<file path="config.mk">
export PLATFORM = sky130hd
export DESIGN_NAME = gift_wrap_pivot_select_flat
export DESIGN_NICKNAME = d
export VERILOG_FILES = /design/src/hdl/gwps_pkg.sv /design/src/hdl/gwps_point_if.sv /design/src/hdl/gwps_front.sv /design/src/hdl/gwps_queue.sv /design/src/hdl/gwps_back.sv /design/src/hdl/gift_wrap_pivot_select.sv /design/src/flat_wrapper.sv
export SDC_FILE = /design/constraint.sdc
export NUM_CORES = 2
export LEC_CHECK = 0
export ABC_AREA = 1
export BUFFER_PORTS_ARGS = -buffer_cell sky130_fd_sc_hd__buf_2
export CORE_UTILIZATION = 55
export CTS_CLUSTER_DIAMETER = 80
export DETAILED_ROUTE_END_ITERATION = 8
export PLACE_DENSITY = 0.69
export SLEW_MARGIN = 20
export SYNTH_ARGS = -nofsm -noshare
export SYNTH_HDL_FRONTEND = slang
export SYNTH_SLANG_ARGS = --single-unit
export TNS_END_PERCENT = 5
</file>
<file path="constraint.sdc">
create_clock -name clk_i -period 14.2 [get_ports clk_i]
set_input_delay 1.42 -clock clk_i [delete_from_list [all_inputs] [get_ports clk_i]]
set_output_delay 1.42 -clock clk_i [all_outputs]
set_load 0.05 [all_outputs]
</file>
<file path="src/hdl/gwps_pkg.sv">
// Shared types and constants for the gift-wrapping pivot-select block.
package gwps_pkg;

  // Coordinate and arithmetic widths
  localparam int unsigned COORD_BITS = 16;
  localparam int unsigned D_W        = COORD_BITS + 1;      // point minus pivot
  localparam int unsigned P_W        = 2 * D_W;             // one cross-product term
  localparam int unsigned W_W        = P_W + 1;             // cross-product component
  localparam int unsigned LO_W       = (W_W + 1) / 2;       // low slice of a component
  localparam int unsigned HI_W       = W_W - LO_W;          // high slice of a component
  localparam int unsigned MP_W       = D_W + LO_W + 1;      // one partial product
  localparam int unsigned ACC_W      = D_W + W_W + 2;       // triple product accumulator

  // Index widths fixed by the register map
  localparam int unsigned PIDX_W     = 10;
  localparam int unsigned EIDX_W     = 11;
  localparam int unsigned CFG_IDX_W  = 3;

  // Depth of the queue between front and back
  localparam int unsigned QUEUE_DEPTH = 2;

  // Configuration register indexes
  typedef enum logic [CFG_IDX_W-1:0] {
    REG_PIVOT_X    = 3'd0,
    REG_PIVOT_Y    = 3'd1,
    REG_PIVOT_Z    = 3'd2,
    REG_EDGE_X     = 3'd3,
    REG_EDGE_Y     = 3'd4,
    REG_EDGE_Z     = 3'd5,
    REG_PIVOT_IDX  = 3'd6,
    REG_EDGE_IDX   = 3'd7
  } cfg_reg_e;

  // What the back end has to do with a word
  typedef enum logic [1:0] {
    KIND_SKIP  = 2'd0,
    KIND_FIRST = 2'd1,
    KIND_CAND  = 2'd2
  } item_kind_e;

  typedef enum logic [1:0] {
    F_IDLE = 2'd0,
    F_MUL  = 2'd1,
    F_PUSH = 2'd2
  } front_state_e;

  typedef enum logic [1:0] {
    B_IDLE = 2'd0,
    B_MAC  = 2'd1,
    B_FIN  = 2'd2
  } back_state_e;

  typedef struct packed {
    logic signed [COORD_BITS-1:0] pivot_x;
    logic signed [COORD_BITS-1:0] pivot_y;
    logic signed [COORD_BITS-1:0] pivot_z;
    logic signed [COORD_BITS-1:0] edge_x;
    logic signed [COORD_BITS-1:0] edge_y;
    logic signed [COORD_BITS-1:0] edge_z;
    logic        [PIDX_W-1:0]     pivot_index;
    logic signed [EIDX_W-1:0]     edge_index;
  } cfg_t;

  // One classified point on its way from front to back
  typedef struct packed {
    item_kind_e              kind;
    logic                    last;
    logic [PIDX_W-1:0]       idx;
    logic signed [D_W-1:0]   vx;
    logic signed [D_W-1:0]   vy;
    logic signed [D_W-1:0]   vz;
    logic signed [W_W-1:0]   wx;
    logic signed [W_W-1:0]   wy;
    logic signed [W_W-1:0]   wz;
  } entry_t;

endpackage

</file>
<file path="src/hdl/gwps_point_if.sv">
// Point and result channel interfaces.
interface gwps_point_if;
  logic                                   valid;
  logic                                   ready;
  logic signed [gwps_pkg::COORD_BITS-1:0] px;
  logic signed [gwps_pkg::COORD_BITS-1:0] py;
  logic signed [gwps_pkg::COORD_BITS-1:0] pz;
  logic                                   last_point;

  modport source (output valid, px, py, pz, last_point, input ready);
  modport sink   (input valid, px, py, pz, last_point, output ready);
endinterface

interface gwps_result_if;
  logic                              valid;
  logic                              ready;
  logic [gwps_pkg::PIDX_W-1:0]       chosen_index;
  logic                              found;

  modport source (output valid, chosen_index, found, input ready);
  modport sink   (input valid, chosen_index, found, output ready);
endinterface

</file>
<file path="src/hdl/gwps_front.sv">
// Front end: numbers and classifies points and forms v x e for candidates.
module gwps_front #(
  parameter int unsigned MAX_POINTS = 1024
) (
  input  logic              clk_i,
  input  logic              rst_ni,
  input  gwps_pkg::cfg_t    cfg_i,
  gwps_point_if.sink        pt_i,
  output gwps_pkg::entry_t  ent_o,
  output logic              ent_valid_o,
  input  logic              ent_ready_i
);

  localparam int unsigned IDX_W = $clog2(MAX_POINTS);
  localparam int unsigned CMP_W = (IDX_W > gwps_pkg::EIDX_W) ? IDX_W : gwps_pkg::EIDX_W;

  gwps_pkg::front_state_e            state_q, state_d;
  logic [1:0]                        k_q, k_d;
  logic [IDX_W-1:0]                  count_q, count_d;
  logic                              seen_q, seen_d;
  gwps_pkg::entry_t                  ent_q, ent_d;
  logic signed [gwps_pkg::D_W-1:0]   ex_q, ey_q, ez_q, ex_d, ey_d, ez_d;
  logic signed [gwps_pkg::P_W-1:0]   pa_q, pb_q, pa_d, pb_d;

  logic signed [gwps_pkg::D_W-1:0]   dx, dy, dz;
  logic [CMP_W-1:0]                  idx_ext;
  logic                              skip;
  logic signed [gwps_pkg::D_W-1:0]   a1, a2, b1, b2;
  logic signed [gwps_pkg::W_W-1:0]   w_new;

  // Point relative to the pivot
  assign dx = gwps_pkg::D_W'(pt_i.px) - gwps_pkg::D_W'(cfg_i.pivot_x);
  assign dy = gwps_pkg::D_W'(pt_i.py) - gwps_pkg::D_W'(cfg_i.pivot_y);
  assign dz = gwps_pkg::D_W'(pt_i.pz) - gwps_pkg::D_W'(cfg_i.pivot_z);

  // Skip test on the implicit index
  assign idx_ext = CMP_W'(count_q);
  assign skip = (idx_ext == CMP_W'(cfg_i.pivot_index)) ||
                (!cfg_i.edge_index[gwps_pkg::EIDX_W-1] &&
                 idx_ext == CMP_W'(cfg_i.edge_index[gwps_pkg::EIDX_W-2:0]));

  // Operand select for one component of v x e per cycle
  always_comb begin
    case (k_q)
      2'd0: begin
        a1 = ent_q.vy; a2 = ez_q; b1 = ent_q.vz; b2 = ey_q;
      end
      2'd1: begin
        a1 = ent_q.vz; a2 = ex_q; b1 = ent_q.vx; b2 = ez_q;
      end
      default: begin
        a1 = ent_q.vx; a2 = ey_q; b1 = ent_q.vy; b2 = ex_q;
      end
    endcase
  end

  assign pa_d  = a1 * a2;
  assign pb_d  = b1 * b2;
  assign w_new = gwps_pkg::W_W'(pa_q) - gwps_pkg::W_W'(pb_q);

  // Next state
  always_comb begin
    state_d = state_q;
    k_d     = k_q;
    count_d = count_q;
    seen_d  = seen_q;
    ent_d   = ent_q;
    ex_d    = ex_q;
    ey_d    = ey_q;
    ez_d    = ez_q;
    case (state_q)
      gwps_pkg::F_IDLE: begin
        if (pt_i.valid) begin
          ent_d.last = pt_i.last_point;
          ent_d.idx  = idx_ext[gwps_pkg::PIDX_W-1:0];
          ent_d.vx   = dx;
          ent_d.vy   = dy;
          ent_d.vz   = dz;
          ex_d = gwps_pkg::D_W'(cfg_i.edge_x) - gwps_pkg::D_W'(cfg_i.pivot_x);
          ey_d = gwps_pkg::D_W'(cfg_i.edge_y) - gwps_pkg::D_W'(cfg_i.pivot_y);
          ez_d = gwps_pkg::D_W'(cfg_i.edge_z) - gwps_pkg::D_W'(cfg_i.pivot_z);
          if (skip) begin
            ent_d.kind = gwps_pkg::KIND_SKIP;
            state_d    = gwps_pkg::F_PUSH;
          end else if (!seen_q) begin
            ent_d.kind = gwps_pkg::KIND_FIRST;
            seen_d     = 1'b1;
            state_d    = gwps_pkg::F_PUSH;
          end else begin
            ent_d.kind = gwps_pkg::KIND_CAND;
            k_d        = 2'd0;
            state_d    = gwps_pkg::F_MUL;
          end
          if (pt_i.last_point) begin
            count_d = '0;
            seen_d  = 1'b0;
          end else if (count_q == IDX_W'(MAX_POINTS - 1)) begin
            count_d = '0;
          end else begin
            count_d = count_q + 1'b1;
          end
        end
      end
      gwps_pkg::F_MUL: begin
        // products for component k, difference for component k-1
        case (k_q)
          2'd1:    ent_d.wx = w_new;
          2'd2:    ent_d.wy = w_new;
          2'd3:    ent_d.wz = w_new;
          default: ;
        endcase
        k_d = k_q + 2'd1;
        if (k_q == 2'd3) begin
          state_d = gwps_pkg::F_PUSH;
        end
      end
      gwps_pkg::F_PUSH: begin
        if (ent_ready_i) begin
          state_d = gwps_pkg::F_IDLE;
        end
      end
      default: state_d = gwps_pkg::F_IDLE;
    endcase
  end

  always_ff @(posedge clk_i or negedge rst_ni) begin
    if (!rst_ni) begin
      state_q <= gwps_pkg::F_IDLE;
      k_q     <= '0;
      count_q <= '0;
      seen_q  <= 1'b0;
    end else begin
      state_q <= state_d;
      k_q     <= k_d;
      count_q <= count_d;
      seen_q  <= seen_d;
    end
  end

  always_ff @(posedge clk_i) begin
    ent_q <= ent_d;
    ex_q  <= ex_d;
    ey_q  <= ey_d;
    ez_q  <= ez_d;
    pa_q  <= pa_d;
    pb_q  <= pb_d;
  end

  assign pt_i.ready  = (state_q == gwps_pkg::F_IDLE);
  assign ent_o       = ent_q;
  assign ent_valid_o = (state_q == gwps_pkg::F_PUSH);

endmodule

</file>
<file path="src/hdl/gwps_queue.sv">
// Short queue of classified points between front and back.
module gwps_queue (
  input  logic              clk_i,
  input  logic              rst_ni,
  input  gwps_pkg::entry_t  push_data_i,
  input  logic              push_valid_i,
  output logic              push_ready_o,
  output gwps_pkg::entry_t  pop_data_o,
  output logic              pop_valid_o,
  input  logic              pop_ready_i
);

  localparam int unsigned PTR_W = (gwps_pkg::QUEUE_DEPTH > 1) ?
                                  $clog2(gwps_pkg::QUEUE_DEPTH) : 1;
  localparam int unsigned CNT_W = $clog2(gwps_pkg::QUEUE_DEPTH + 1);

  gwps_pkg::entry_t   mem_q [gwps_pkg::QUEUE_DEPTH];
  logic [PTR_W-1:0]   wr_q, wr_d, rd_q, rd_d;
  logic [CNT_W-1:0]   cnt_q, cnt_d;
  logic               push, pop;

  assign push_ready_o = (cnt_q != CNT_W'(gwps_pkg::QUEUE_DEPTH));
  assign pop_valid_o  = (cnt_q != '0);
  assign push         = push_valid_i && push_ready_o;
  assign pop          = pop_valid_o && pop_ready_i;
  assign pop_data_o   = mem_q[rd_q];

  // Pointer and fill bookkeeping
  always_comb begin
    wr_d  = wr_q;
    rd_d  = rd_q;
    cnt_d = cnt_q;
    if (push) begin
      wr_d = (wr_q == PTR_W'(gwps_pkg::QUEUE_DEPTH - 1)) ? '0 : wr_q + 1'b1;
    end
    if (pop) begin
      rd_d = (rd_q == PTR_W'(gwps_pkg::QUEUE_DEPTH - 1)) ? '0 : rd_q + 1'b1;
    end
    if (push && !pop) begin
      cnt_d = cnt_q + 1'b1;
    end else if (pop && !push) begin
      cnt_d = cnt_q - 1'b1;
    end
  end

  always_ff @(posedge clk_i or negedge rst_ni) begin
    if (!rst_ni) begin
      wr_q  <= '0;
      rd_q  <= '0;
      cnt_q <= '0;
    end else begin
      wr_q  <= wr_d;
      rd_q  <= rd_d;
      cnt_q <= cnt_d;
    end
  end

  always_ff @(posedge clk_i) begin
    if (push) begin
      mem_q[wr_q] <= push_data_i;
    end
  end

endmodule

</file>
<file path="src/hdl/gwps_back.sv">
// Back end: triple product against the candidate, selection and result register.
module gwps_back (
  input  logic              clk_i,
  input  logic              rst_ni,
  input  gwps_pkg::entry_t  ent_i,
  input  logic              ent_valid_i,
  output logic              ent_ready_o,
  gwps_result_if.source     res_o
);

  gwps_pkg::back_state_e               state_q, state_d;
  gwps_pkg::entry_t                    cur_q, cur_d;
  logic [2:0]                          j_q, j_d;
  logic                                half_q;
  logic signed [gwps_pkg::MP_W-1:0]    prod_q, prod_d;
  logic signed [gwps_pkg::ACC_W-1:0]   acc_q, acc_d, addend;

  logic                                have_q, have_d;
  logic [gwps_pkg::PIDX_W-1:0]         best_idx_q, best_idx_d;
  logic signed [gwps_pkg::D_W-1:0]     bx_q, by_q, bz_q, bx_d, by_d, bz_d;

  logic                                out_valid_q, out_valid_d;
  logic [gwps_pkg::PIDX_W-1:0]         out_idx_q, out_idx_d;
  logic                                out_found_q, out_found_d;

  logic signed [gwps_pkg::D_W-1:0]     c_sel;
  logic signed [gwps_pkg::W_W-1:0]     w_sel;
  logic signed [gwps_pkg::HI_W-1:0]    w_hi;
  logic signed [gwps_pkg::LO_W:0]      op;
  logic                                take, new_have, out_free;
  logic [gwps_pkg::PIDX_W-1:0]         new_idx;

  // Candidate component and cross-product component for this step
  always_comb begin
    case (j_q[2:1])
      2'd0:    begin c_sel = bx_q; w_sel = cur_q.wx; end
      2'd1:    begin c_sel = by_q; w_sel = cur_q.wy; end
      default: begin c_sel = bz_q; w_sel = cur_q.wz; end
    endcase
  end

  // One slice of the component times the candidate; high slice weighs 2^LO_W
  assign w_hi   = w_sel[gwps_pkg::W_W-1:gwps_pkg::LO_W];
  assign op     = j_q[0] ? (gwps_pkg::LO_W + 1)'(w_hi)
                         : {1'b0, w_sel[gwps_pkg::LO_W-1:0]};
  assign prod_d = c_sel * op;
  assign addend = half_q ? (gwps_pkg::ACC_W'(prod_q) <<< gwps_pkg::LO_W)
                         : gwps_pkg::ACC_W'(prod_q);

  // Selection outcome for the current word
  assign take = (cur_q.kind == gwps_pkg::KIND_FIRST) ||
                ((cur_q.kind == gwps_pkg::KIND_CAND) &&
                 !acc_q[gwps_pkg::ACC_W-1] && (acc_q != '0));
  assign new_have = have_q || (cur_q.kind != gwps_pkg::KIND_SKIP);
  assign new_idx  = take ? cur_q.idx : best_idx_q;
  assign out_free = !out_valid_q || res_o.ready;

  always_comb begin
    state_d     = state_q;
    cur_d       = cur_q;
    j_d         = j_q;
    acc_d       = acc_q;
    have_d      = have_q;
    best_idx_d  = best_idx_q;
    bx_d        = bx_q;
    by_d        = by_q;
    bz_d        = bz_q;
    out_valid_d = out_valid_q && !res_o.ready;
    out_idx_d   = out_idx_q;
    out_found_d = out_found_q;
    ent_ready_o = 1'b0;
    case (state_q)
      gwps_pkg::B_IDLE: begin
        ent_ready_o = 1'b1;
        if (ent_valid_i) begin
          cur_d = ent_i;
          j_d   = '0;
          acc_d = '0;
          state_d = (ent_i.kind == gwps_pkg::KIND_CAND) ? gwps_pkg::B_MAC
                                                        : gwps_pkg::B_FIN;
        end
      end
      gwps_pkg::B_MAC: begin
        // multiply for step j, accumulate step j-1
        if (j_q != 3'd0) begin
          acc_d = acc_q + addend;
        end
        j_d = j_q + 3'd1;
        if (j_q == 3'd6) begin
          state_d = gwps_pkg::B_FIN;
        end
      end
      gwps_pkg::B_FIN: begin
        if (!cur_q.last || out_free) begin
          if (take) begin
            best_idx_d = cur_q.idx;
            bx_d = cur_q.vx;
            by_d = cur_q.vy;
            bz_d = cur_q.vz;
          end
          have_d = new_have;
          if (cur_q.last) begin
            out_valid_d = 1'b1;
            out_idx_d   = new_have ? new_idx : '0;
            out_found_d = new_have;
            have_d      = 1'b0;
          end
          state_d = gwps_pkg::B_IDLE;
        end
      end
      default: state_d = gwps_pkg::B_IDLE;
    endcase
  end

  always_ff @(posedge clk_i or negedge rst_ni) begin
    if (!rst_ni) begin
      state_q     <= gwps_pkg::B_IDLE;
      have_q      <= 1'b0;
      out_valid_q <= 1'b0;
    end else begin
      state_q     <= state_d;
      have_q      <= have_d;
      out_valid_q <= out_valid_d;
    end
  end

  always_ff @(posedge clk_i) begin
    cur_q       <= cur_d;
    j_q         <= j_d;
    half_q      <= j_q[0];
    prod_q      <= prod_d;
    acc_q       <= acc_d;
    best_idx_q  <= best_idx_d;
    bx_q        <= bx_d;
    by_q        <= by_d;
    bz_q        <= bz_d;
    out_idx_q   <= out_idx_d;
    out_found_q <= out_found_d;
  end

  assign res_o.valid        = out_valid_q;
  assign res_o.chosen_index = out_idx_q;
  assign res_o.found        = out_found_q;

endmodule

</file>
<file path="src/hdl/gift_wrap_pivot_select.sv">
// Top level: one gift-wrapping step, selects the next 3D hull point from a point stream.
// Throughput is set by the back end's six-step multiply-accumulate of the triple product;
//   a skipped or first point needs none of those steps, a compared point needs all six.
// The front holds one word and the queue two more ahead of the back.
// Reset (async, active low) clears scan, queue, result; registers to defaults, edge_index -1.
module gift_wrap_pivot_select #(
  parameter int unsigned MAX_POINTS = 1024
) (
  input  logic                               clk_i,
  input  logic                               rst_ni,
  input  logic                               cfg_we_i,
  input  logic [gwps_pkg::CFG_IDX_W-1:0]     cfg_idx_i,
  input  logic [gwps_pkg::COORD_BITS-1:0]    cfg_data_i,
  gwps_point_if.sink                         pt_i,
  gwps_result_if.source                      res_o
);

  gwps_pkg::cfg_t    cfg_q, cfg_d;
  gwps_pkg::entry_t  f_ent, q_ent;
  logic              f_valid, f_ready, q_valid, q_ready;

  // Configuration register writes
  always_comb begin
    cfg_d = cfg_q;
    if (cfg_we_i) begin
      case (gwps_pkg::cfg_reg_e'(cfg_idx_i))
        gwps_pkg::REG_PIVOT_X:   cfg_d.pivot_x = cfg_data_i;
        gwps_pkg::REG_PIVOT_Y:   cfg_d.pivot_y = cfg_data_i;
        gwps_pkg::REG_PIVOT_Z:   cfg_d.pivot_z = cfg_data_i;
        gwps_pkg::REG_EDGE_X:    cfg_d.edge_x  = cfg_data_i;
        gwps_pkg::REG_EDGE_Y:    cfg_d.edge_y  = cfg_data_i;
        gwps_pkg::REG_EDGE_Z:    cfg_d.edge_z  = cfg_data_i;
        gwps_pkg::REG_PIVOT_IDX: cfg_d.pivot_index = cfg_data_i[gwps_pkg::PIDX_W-1:0];
        gwps_pkg::REG_EDGE_IDX:  cfg_d.edge_index  = cfg_data_i[gwps_pkg::EIDX_W-1:0];
        default: ;
      endcase
    end
  end

  always_ff @(posedge clk_i or negedge rst_ni) begin
    if (!rst_ni) begin
      cfg_q <= '{pivot_x: '0, pivot_y: '0, pivot_z: '0,
                 edge_x: '0, edge_y: '0, edge_z: '0,
                 pivot_index: '0, edge_index: '1};
    end else begin
      cfg_q <= cfg_d;
    end
  end

  gwps_front #(
    .MAX_POINTS (MAX_POINTS)
  ) u_front (
    .clk_i       (clk_i),
    .rst_ni      (rst_ni),
    .cfg_i       (cfg_q),
    .pt_i        (pt_i),
    .ent_o       (f_ent),
    .ent_valid_o (f_valid),
    .ent_ready_i (f_ready)
  );

  gwps_queue u_queue (
    .clk_i        (clk_i),
    .rst_ni       (rst_ni),
    .push_data_i  (f_ent),
    .push_valid_i (f_valid),
    .push_ready_o (f_ready),
    .pop_data_o   (q_ent),
    .pop_valid_o  (q_valid),
    .pop_ready_i  (q_ready)
  );

  gwps_back u_back (
    .clk_i       (clk_i),
    .rst_ni      (rst_ni),
    .ent_i       (q_ent),
    .ent_valid_i (q_valid),
    .ent_ready_o (q_ready),
    .res_o       (res_o)
  );

endmodule

</file>
<file path="src/flat_wrapper.sv">
// flat-port wrapper written by rule: the top's interface ports become plain ports
module gift_wrap_pivot_select_flat 
#(
  parameter int unsigned MAX_POINTS = 1024
)
  (clk_i, rst_ni, cfg_we_i, cfg_idx_i, cfg_data_i, pt_i_valid, pt_i_px, pt_i_py, pt_i_pz, pt_i_last_point, pt_i_ready, res_o_valid, res_o_chosen_index, res_o_found, res_o_ready);
  gwps_point_if pt_i_i ();
  gwps_result_if res_o_i ();
  input  logic clk_i;
  input  logic rst_ni;
  input  logic cfg_we_i;
  input  logic [gwps_pkg::CFG_IDX_W-1:0] cfg_idx_i;
  input  logic [gwps_pkg::COORD_BITS-1:0] cfg_data_i;
  input wire logic [$bits(pt_i_i.valid)-1:0] pt_i_valid;
  input wire logic [$bits(pt_i_i.px)-1:0] pt_i_px;
  input wire logic [$bits(pt_i_i.py)-1:0] pt_i_py;
  input wire logic [$bits(pt_i_i.pz)-1:0] pt_i_pz;
  input wire logic [$bits(pt_i_i.last_point)-1:0] pt_i_last_point;
  output wire logic [$bits(pt_i_i.ready)-1:0] pt_i_ready;
  output wire logic [$bits(res_o_i.valid)-1:0] res_o_valid;
  output wire logic [$bits(res_o_i.chosen_index)-1:0] res_o_chosen_index;
  output wire logic [$bits(res_o_i.found)-1:0] res_o_found;
  input wire logic [$bits(res_o_i.ready)-1:0] res_o_ready;
  assign pt_i_i.valid = pt_i_valid;
  assign pt_i_i.px = pt_i_px;
  assign pt_i_i.py = pt_i_py;
  assign pt_i_i.pz = pt_i_pz;
  assign pt_i_i.last_point = pt_i_last_point;
  assign pt_i_ready = pt_i_i.ready;
  assign res_o_valid = res_o_i.valid;
  assign res_o_chosen_index = res_o_i.chosen_index;
  assign res_o_found = res_o_i.found;
  assign res_o_i.ready = res_o_ready;
  gift_wrap_pivot_select #(.MAX_POINTS(MAX_POINTS)) u_core (.clk_i(clk_i), .rst_ni(rst_ni), .cfg_we_i(cfg_we_i), .cfg_idx_i(cfg_idx_i), .cfg_data_i(cfg_data_i), .pt_i(pt_i_i), .res_o(res_o_i));
endmodule
</file>
; ---- After elaboration in Yosys (flattened, before gate mapping)
; Memories as Yosys holds them, arrays and structs flattened.
; Index checks and enable logic that the tools add are counted.
[totals]
out_inout_bits = 13
ram_bits = 338
inputBits = 73
reg_bits = 763
mem_count = 1
wordCells = 202
[memory_table]
columns = memory, words, width, read_ports, rd_clocked_by_memory_dff, write_ports, line
row1 = u_core.u_queue.mem_q, 2, 169, 1, 0, 1, gwps_queue.sv:17  ; gwps_pkg::entry_t mem_q [gwps_pkg::QUEUE_DEPTH];
[classes]
reduce_logical = 54
mux = 45
eq_ne = 33
n_addsub = 15
n_mul = 3
[ops]
columns = cell, n
row1 = $pmux 17 s2, 5
row2 = $mux 54, 2
row3 = $pmux 54 s2, 1
row4 = $sub 16x16->17, 6
row5 = $pmux 35 s2, 1
row6 = $mul 17x17->34, 2
row7 = $add 54x54->54, 1
row8 = $reduce_bool 54->1, 1
row9 = $mux 53, 1
row10 = $mul 17x19->36, 1
row11 = $sub 34x34->35, 1
row12 = $mux 10, 3
row13 = $mux 2, 15
row14 = $reduce_and 2->1, 15
row15 = $eq 10x10->1, 2
row16 = $mux 19, 1
row17 = $reduce_and 3->1, 6
row18 = $ne 2x2->1 const B, 8
row19 = $eq 3x3->1 const B, 5
row20 = $eq 2x2->1 const B, 6
row21 = $pmux 2 s3, 2
row22 = $mux 1, 11
row23 = $add 10x1->10 const B, 1
row24 = $eq 10x10->1 const B, 1
row25 = 19 further kinds, 52

; ---- Longest topological paths before layout
[depth]
word_depth = 6
depth_mapped = 33
ltp_nobuf = 32

; ---- Modules after synthesis
; A second synthesis with hierarchy kept.
[hier_totals]
cells_unflattened = 9986
area_unflattened_um2 = 88351.0
[by_module_without_submodules]
columns = mod, n_inst, cells_per_inst, area_each_um2, seq_area_each_um2
row1 = gwps_front, 1, 5111, 41919.0, 8343.0
row2 = gwps_back, 1, 3437, 29258.1, 9789.4
row3 = gwps_queue, 1, 911, 12532.0, 10249.8
row4 = gift_wrap_pivot_select, 1, 527, 4642.0, 2941.6

; ---- Worst setup path after synthesis
; OpenSTA, ideal clock, no wires.
[synth_timing]
path_kind = flip-flop to flip-flop
start = register u_core.u_back.state_q[1]
end = register u_core.u_back.acc_q[0] (netlist name), enable pin
setup_ns = 0.413
period_less_slack_ns = 11.620
setup_slack_ns = 2.580
required_ns = 13.787
t_arrival_ns = 11.207
path_stages_with_launch = 6
n_path_buf = 0
path_cell_list = dfrtp_1 > nor2_1 > inv_1 > a21oi_1 > inv_1 > nand2_1
[synth_via]
elab_chain_len = 3
elab_cells_between_ends = 6
classes_between = eq/ne: 3 / reduce/logical: 3
[synth_lines]
columns = item, line
row1 = from (decl), gwps_back.sv:11  ; gwps_pkg::back_state_e state_q, state_d;
row2 = from (signal assigned), gwps_back.sv:117  ; state_q <= gwps_pkg::B_IDLE;
row3 = from (signal assigned), gwps_back.sv:121  ; state_q <= state_d;
row4 = $eq 2x1->1 or $logic_not 2->1 (tied branches), gwps_back.sv:72  ; case (state_q)
row5 = $ne 2x2->1 (no source line) (tied with other cells), -
row6 = $reduce_and 3->1 (no source line) (*), -
row7 = to (signal assigned), gwps_back.sv:132  ; acc_q <= acc_d;
row8 = to (decl), gwps_back.sv:16  ; logic signed [gwps_pkg::ACC_W-1:0] acc_q, acc_d, addend;
; Every way passes the cells marked *; elsewhere a longest branch is shown, timed or not.
; A chain may end at the register's enable or synchronous reset.

; ---- Final worst setup path
[layout_timing]
start = register u_core.u_front.k_q[0]
end = register u_core.u_front.pb_q[21] (netlist name)
[layout_via]
elab_chain_len = 3
elab_cells_between_ends = 5
classes_between = mul: 1 / eq/ne: 1 / mux: 2 / reduce/logical: 1
[layout_lines]
columns = item, line
row1 = from (decl), gwps_front.sv:18  ; logic [1:0] k_q, k_d;
row2 = from (signal assigned), gwps_front.sv:134  ; k_q <= k_d;
row3 = $eq 2x1->1 or $logic_not 2->1 (tied branches), gwps_front.sv:44  ; case (k_q)
row4 = $pmux 17 s2, gwps_front.sv:44
row5 = $mul 17x17->34 (*), gwps_front.sv:58  ; assign pb_d = b1 * b2;
row6 = net u_core.u_front.pb_d (one bit), gwps_front.sv:23  ; logic signed [gwps_pkg::P_W-1:0] pa_q, pb_q, pa_d, pb_d;
row7 = to (signal assigned), gwps_front.sv:146  ; pb_q <= pb_d;
row8 = to (decl), gwps_front.sv:23
; The timed path passes the listed nets; every way through them passes the cells marked *.

==> summary.md <==
In this design, the critical path's most frequently occurring cell is inv_1. The initialized floorplan defines 145 standard-cell rows. The slowest stage of the critical path is the ha_1 cell. Gates resized during post-CTS repair numbered 0.

Once detailed placement completed, the half-perimeter wirelength came to 182 mm. In the layout the commonest cells are 2560 x nand2_1, 2057 x inv_1, 926 x fa_1. For the routed metal-1 wirelength, the log shows 95.5 mm.

TritonCTS built the clock tree. The xor/xnor share of the synthesized area is 2.06%. The clock input transition at the sequential cells of the worst setup and hold paths came out at 0.07 ns. The final estimated routing congestion in global placement was 0.967. Summed over its instances, the top area cell type makes up 29.7% of the synthesized netlist area. The overall die height is 399 um. The effective utilization at floorplan is 55.5%. For the maximum root-to-sink buffer count, the log shows 3.

The synthesized netlist contains 61 unique library cells. The tools report the worst flop-to-flop path startpoint as u_core.u_front.k_q[0]. For the pin with the worst max-slew slack, the measured transition is 1.20 ns. STA puts the critical path data arrival time at 9.51 ns. The top layer used by detailed routing was met4. The I/O pin count came out at 86. Yosys attributes the largest share of cell area to edfxtp_1 30%, fa_1 21%, nand2_1 11%.

The routed design has 234 mm of wire. The first routing iteration left 5093 violations. Summing the areas of all and, or, nand and nor instances in the mapped netlist gives 16.6% of the synthesized area. Compound-gate portion of the synthesized area: 6.83%.

Setup violations remaining at the end of the flow were counted as 0. The multi-input combinational cell area was 46400 um2; the portion of the clock cycle consumed by the worst path in the final layout was 63.0%. Derived from the worst setup path, the maximum achievable clock frequency is 112 MHz.

The run gives 63868 as the number of global-route vias before repair. Registers take 31300 um2. The worst setup path is captured at a flop. In this run the cell area measured after placement is 88900 um2.

Die width: 399 um. The average vias per placed instance is 5.37. The tools report the number of nets still failing antenna checks after routing as 0.

The tree is rooted in a clkbuf_16. The first global-routing pass estimated 361 mm of wire. The synthesized netlist occupies a cell area of 86600 um2. The first detailed-routing pass took 6 iterations.

Tracing the worst setup path back leads to its startpoint at u_core.u_front.k_q[0]. Number of hold buffers added after cts: 0. Buffers placed on the I/O ports in this run total 85. Summing all non-filler instances in the final layout gives an area of 92800 um2. The per-instance average area after synthesis is 9.11 um2.

Post-CTS timing repair inserted 0 buffers for setup. The number of cells on the worst reg-to-reg path is 28. Counting flops with a built-in enable in the synthesized netlist gives 856. The logs give 10962 for the net count after synthesis and 4 for the initial antenna violation count.

The number of H-tree levels is 3. The critical path in this run is classified as reg2reg. The number of buffers created by CTS was 117; the warning count from the yosys run was 0.

For this run, design rule violations remaining after detail routing come to 0. The hold slack was 0.408 ns. The share of layout cells above drive strength 1 was 4.80%; the max capacitance violation total was 0. The dominant register cell in the synthesized netlist was edfxtp_1. For this run, asynchronously set or reset flops after synthesis account for 12.7%. STA classifies the critical path startpoint as a flop. The final count of pins violating max slew is 0, and the largest net degree at the start of global routing is 86. The latest clock arrival within the worst-skew pair came out at 0.77 ns. Setup repair after global routing left no endpoint under its margin. In this run the critical register-to-register path is captured at u_core.u_front.pb_q[21].

Sequential elements use 36.2% of the synthesized area. For the final routed database, the setup TNS stands at 0 ns. The total overflow left after global routing is 0.

The library cell occupying the most area in the post-synthesis netlist was edfxtp_1. The count of nets after finishing was 11002; the worst-case register-to-register setup slack was 5.25 ns. Counting every sink on the clock net gives 1101. The largest stage delay on the critical path was 0.78 ns; the number of hold-slack violations in the final timing report was 0.

The tools report the overall via count from detail_route as 62902. Leaving out fill and tap cells, the most frequent cell in the layout is nand2_1. The run gives 9512 as the synthesized instance count. In this run the worst path has a maximum fanout of 36. The logs give 13465 for the fill cell total of the finished layout and 156000 um2 for the placeable core region.

Following the worst setup path forward leads to its endpoint at u_core.u_front.pb_q[21]. Measured against its own limit, the worst slew margin works out to 20.1%. For the worst setup path, the data required time is 14.76 ns. After synthesis, the largest family of logic cells by area is adder cells. Summing the areas of all fa, ha and maj instances in the mapped netlist gives 27.9% of the synthesized area.

The average detailed-routed wire length per instance works out to 19.9 um. The tools report the met2 wire length as 113 mm. The met3 wire length was 15.8 mm. The area added between synthesis and finish works out to 7.12%. The number of synthesized register bits was 1101; the die area was 159000 um2. Between clock sinks in the finished design, the worst skew comes to 0.0989 ns.

The minimum clock period was 8.95 ns. Class of the worst hold path: reg2reg. The flow ran to the end, and the final reports show no timing, DRC or antenna violations. Global routing consumed, over all layers together, 29.9% of the routing resources.

In the synthesized netlist, mux cells make up 0% of the area.
==> critical path, delay by kind of cell (launching register included) <==
family | cells | cell delay (ns)
adders and majority gates | 8 | 4.23
buffers and inverters | 10 | 2.19
AOI/OAI and AO/OA | 3 | 0.68
and+or+nand+nor | 6 | 0.94
xor gates and xnor gates | 1 | 0.29
DFF | 1 | 0.41
==> how the worst min path moves through the flow <==
stage	cells after the start	start	slack, ns	end
after global placement	0	u_core.u_back.cur_q[118]	0.40	u_core.u_back.bz_q[13]
after CTS	0	u_core.u_front.ent_o[88]	0.41	u_core.u_queue.mem_q[1][88]
after floorplan	0	u_core.u_back.cur_q[139]	0.40	u_core.u_back.bx_q[0]
final	0	u_core.u_front.ent_o[88]	0.41	u_core.u_queue.mem_q[0][88]
after detailed placement	0	u_core.u_back.cur_q[140]	0.40	u_core.u_back.bx_q[1]
after global routing	0	u_core.u_front.ent_o[102]	0.42	u_core.u_queue.mem_q[1][102]
==> state kept, by name (all words and copies together), names as in the netlist, 17 cells and up <==
name and cells:
u_core.u_back.by_q 17, u_core.u_front.ent_o 169, u_core.u_front.ez_q 17, u_core.u_front.pa_q 34
u_core.u_front.ex_q 17, u_core.u_front.ey_q 17, u_core.u_back.acc_q 54, u_core.u_back.cur_q 169
u_core.u_front.pb_q 34, u_core.u_queue.mem_q 338, u_core.u_back.bx_q 17, u_core.cfg_q 117
u_core.u_back.bz_q 17, u_core.u_back.prod_q 36
==> final cells by class <==
cell class,instances,area share (%)
Tap cell,2058,2.77
Clock buffer,138,3.25
Sequential cell,1101,33.8
Antenna cell,1,0.00270
Timing Repair Buffer,135,0.870
Inverter,2083,8.43
Clock inverter,83,0.925
Multi-Input combinational cell,6114,50.0
==> cell usage after synthesis, drive strengths merged (8+ instances only) <==
| cell type | n |
|---|---|
| a21boi | 21 |
| a21o | 21 |
| a21oi | 311 |
| a31oi | 15 |
| buf | 138 |
| clkbuf | 76 |
| dfrtp | 129 |
| dfstp | 11 |
| dfxtp | 105 |
| edfxtp | 856 |
| fa | 926 |
| ha | 451 |
| inv | 2082 |
| nand2 | 2573 |
| nand3 | 204 |
| nand3b | 13 |
| nand4 | 49 |
| nor2 | 737 |
| nor3 | 53 |
| o211ai | 8 |
| o21a | 36 |
| o21ai | 297 |
| o21bai | 39 |
| o221ai | 88 |
| o22a | 15 |
| o31ai | 8 |
| or2 | 12 |
| xnor2 | 57 |
| xor2 | 147 |
==> stage by stage <==
step / worst slack [ns] / utilization, % / std cells
global placement: 5.41 / 56.9 / 11491
CTS: 5.32 / 59.4 / 11712
floorplan: 2.58 / - / 9512
global route: 4.78 / 59.4 / 11712
detailed placement: 5.42 / 56.9 / 11491
finish: 5.25 / 59.4 / 11713
==> kinds of logic (layout without fill, tap and decap cells) <==
family | count (synthesis) | after routing
buffers and inverters | 2297 | 2439
XOR/XNOR | 204 | 204
flip-flops | 1101 | 1101
adder cells (fa/ha/maj) | 1377 | 1377
AND/OR/NAND/NOR | 3660 | 3660
other | 0 | 1
AO/OA/AOI/OAI | 873 | 873
==> metal layers <==
metal / vias up / track usage [%]
li1: 29455 / -
met3: 483 / 4.64
met4: 0 / 11.2
met1: 30825 / 38.8
met2: 2139 / 50.5
met5: - / 0
Power is left out: the tool's default activity adds up to more than one toggle a clock period on the data nets, which glitch-free logic cannot reach.
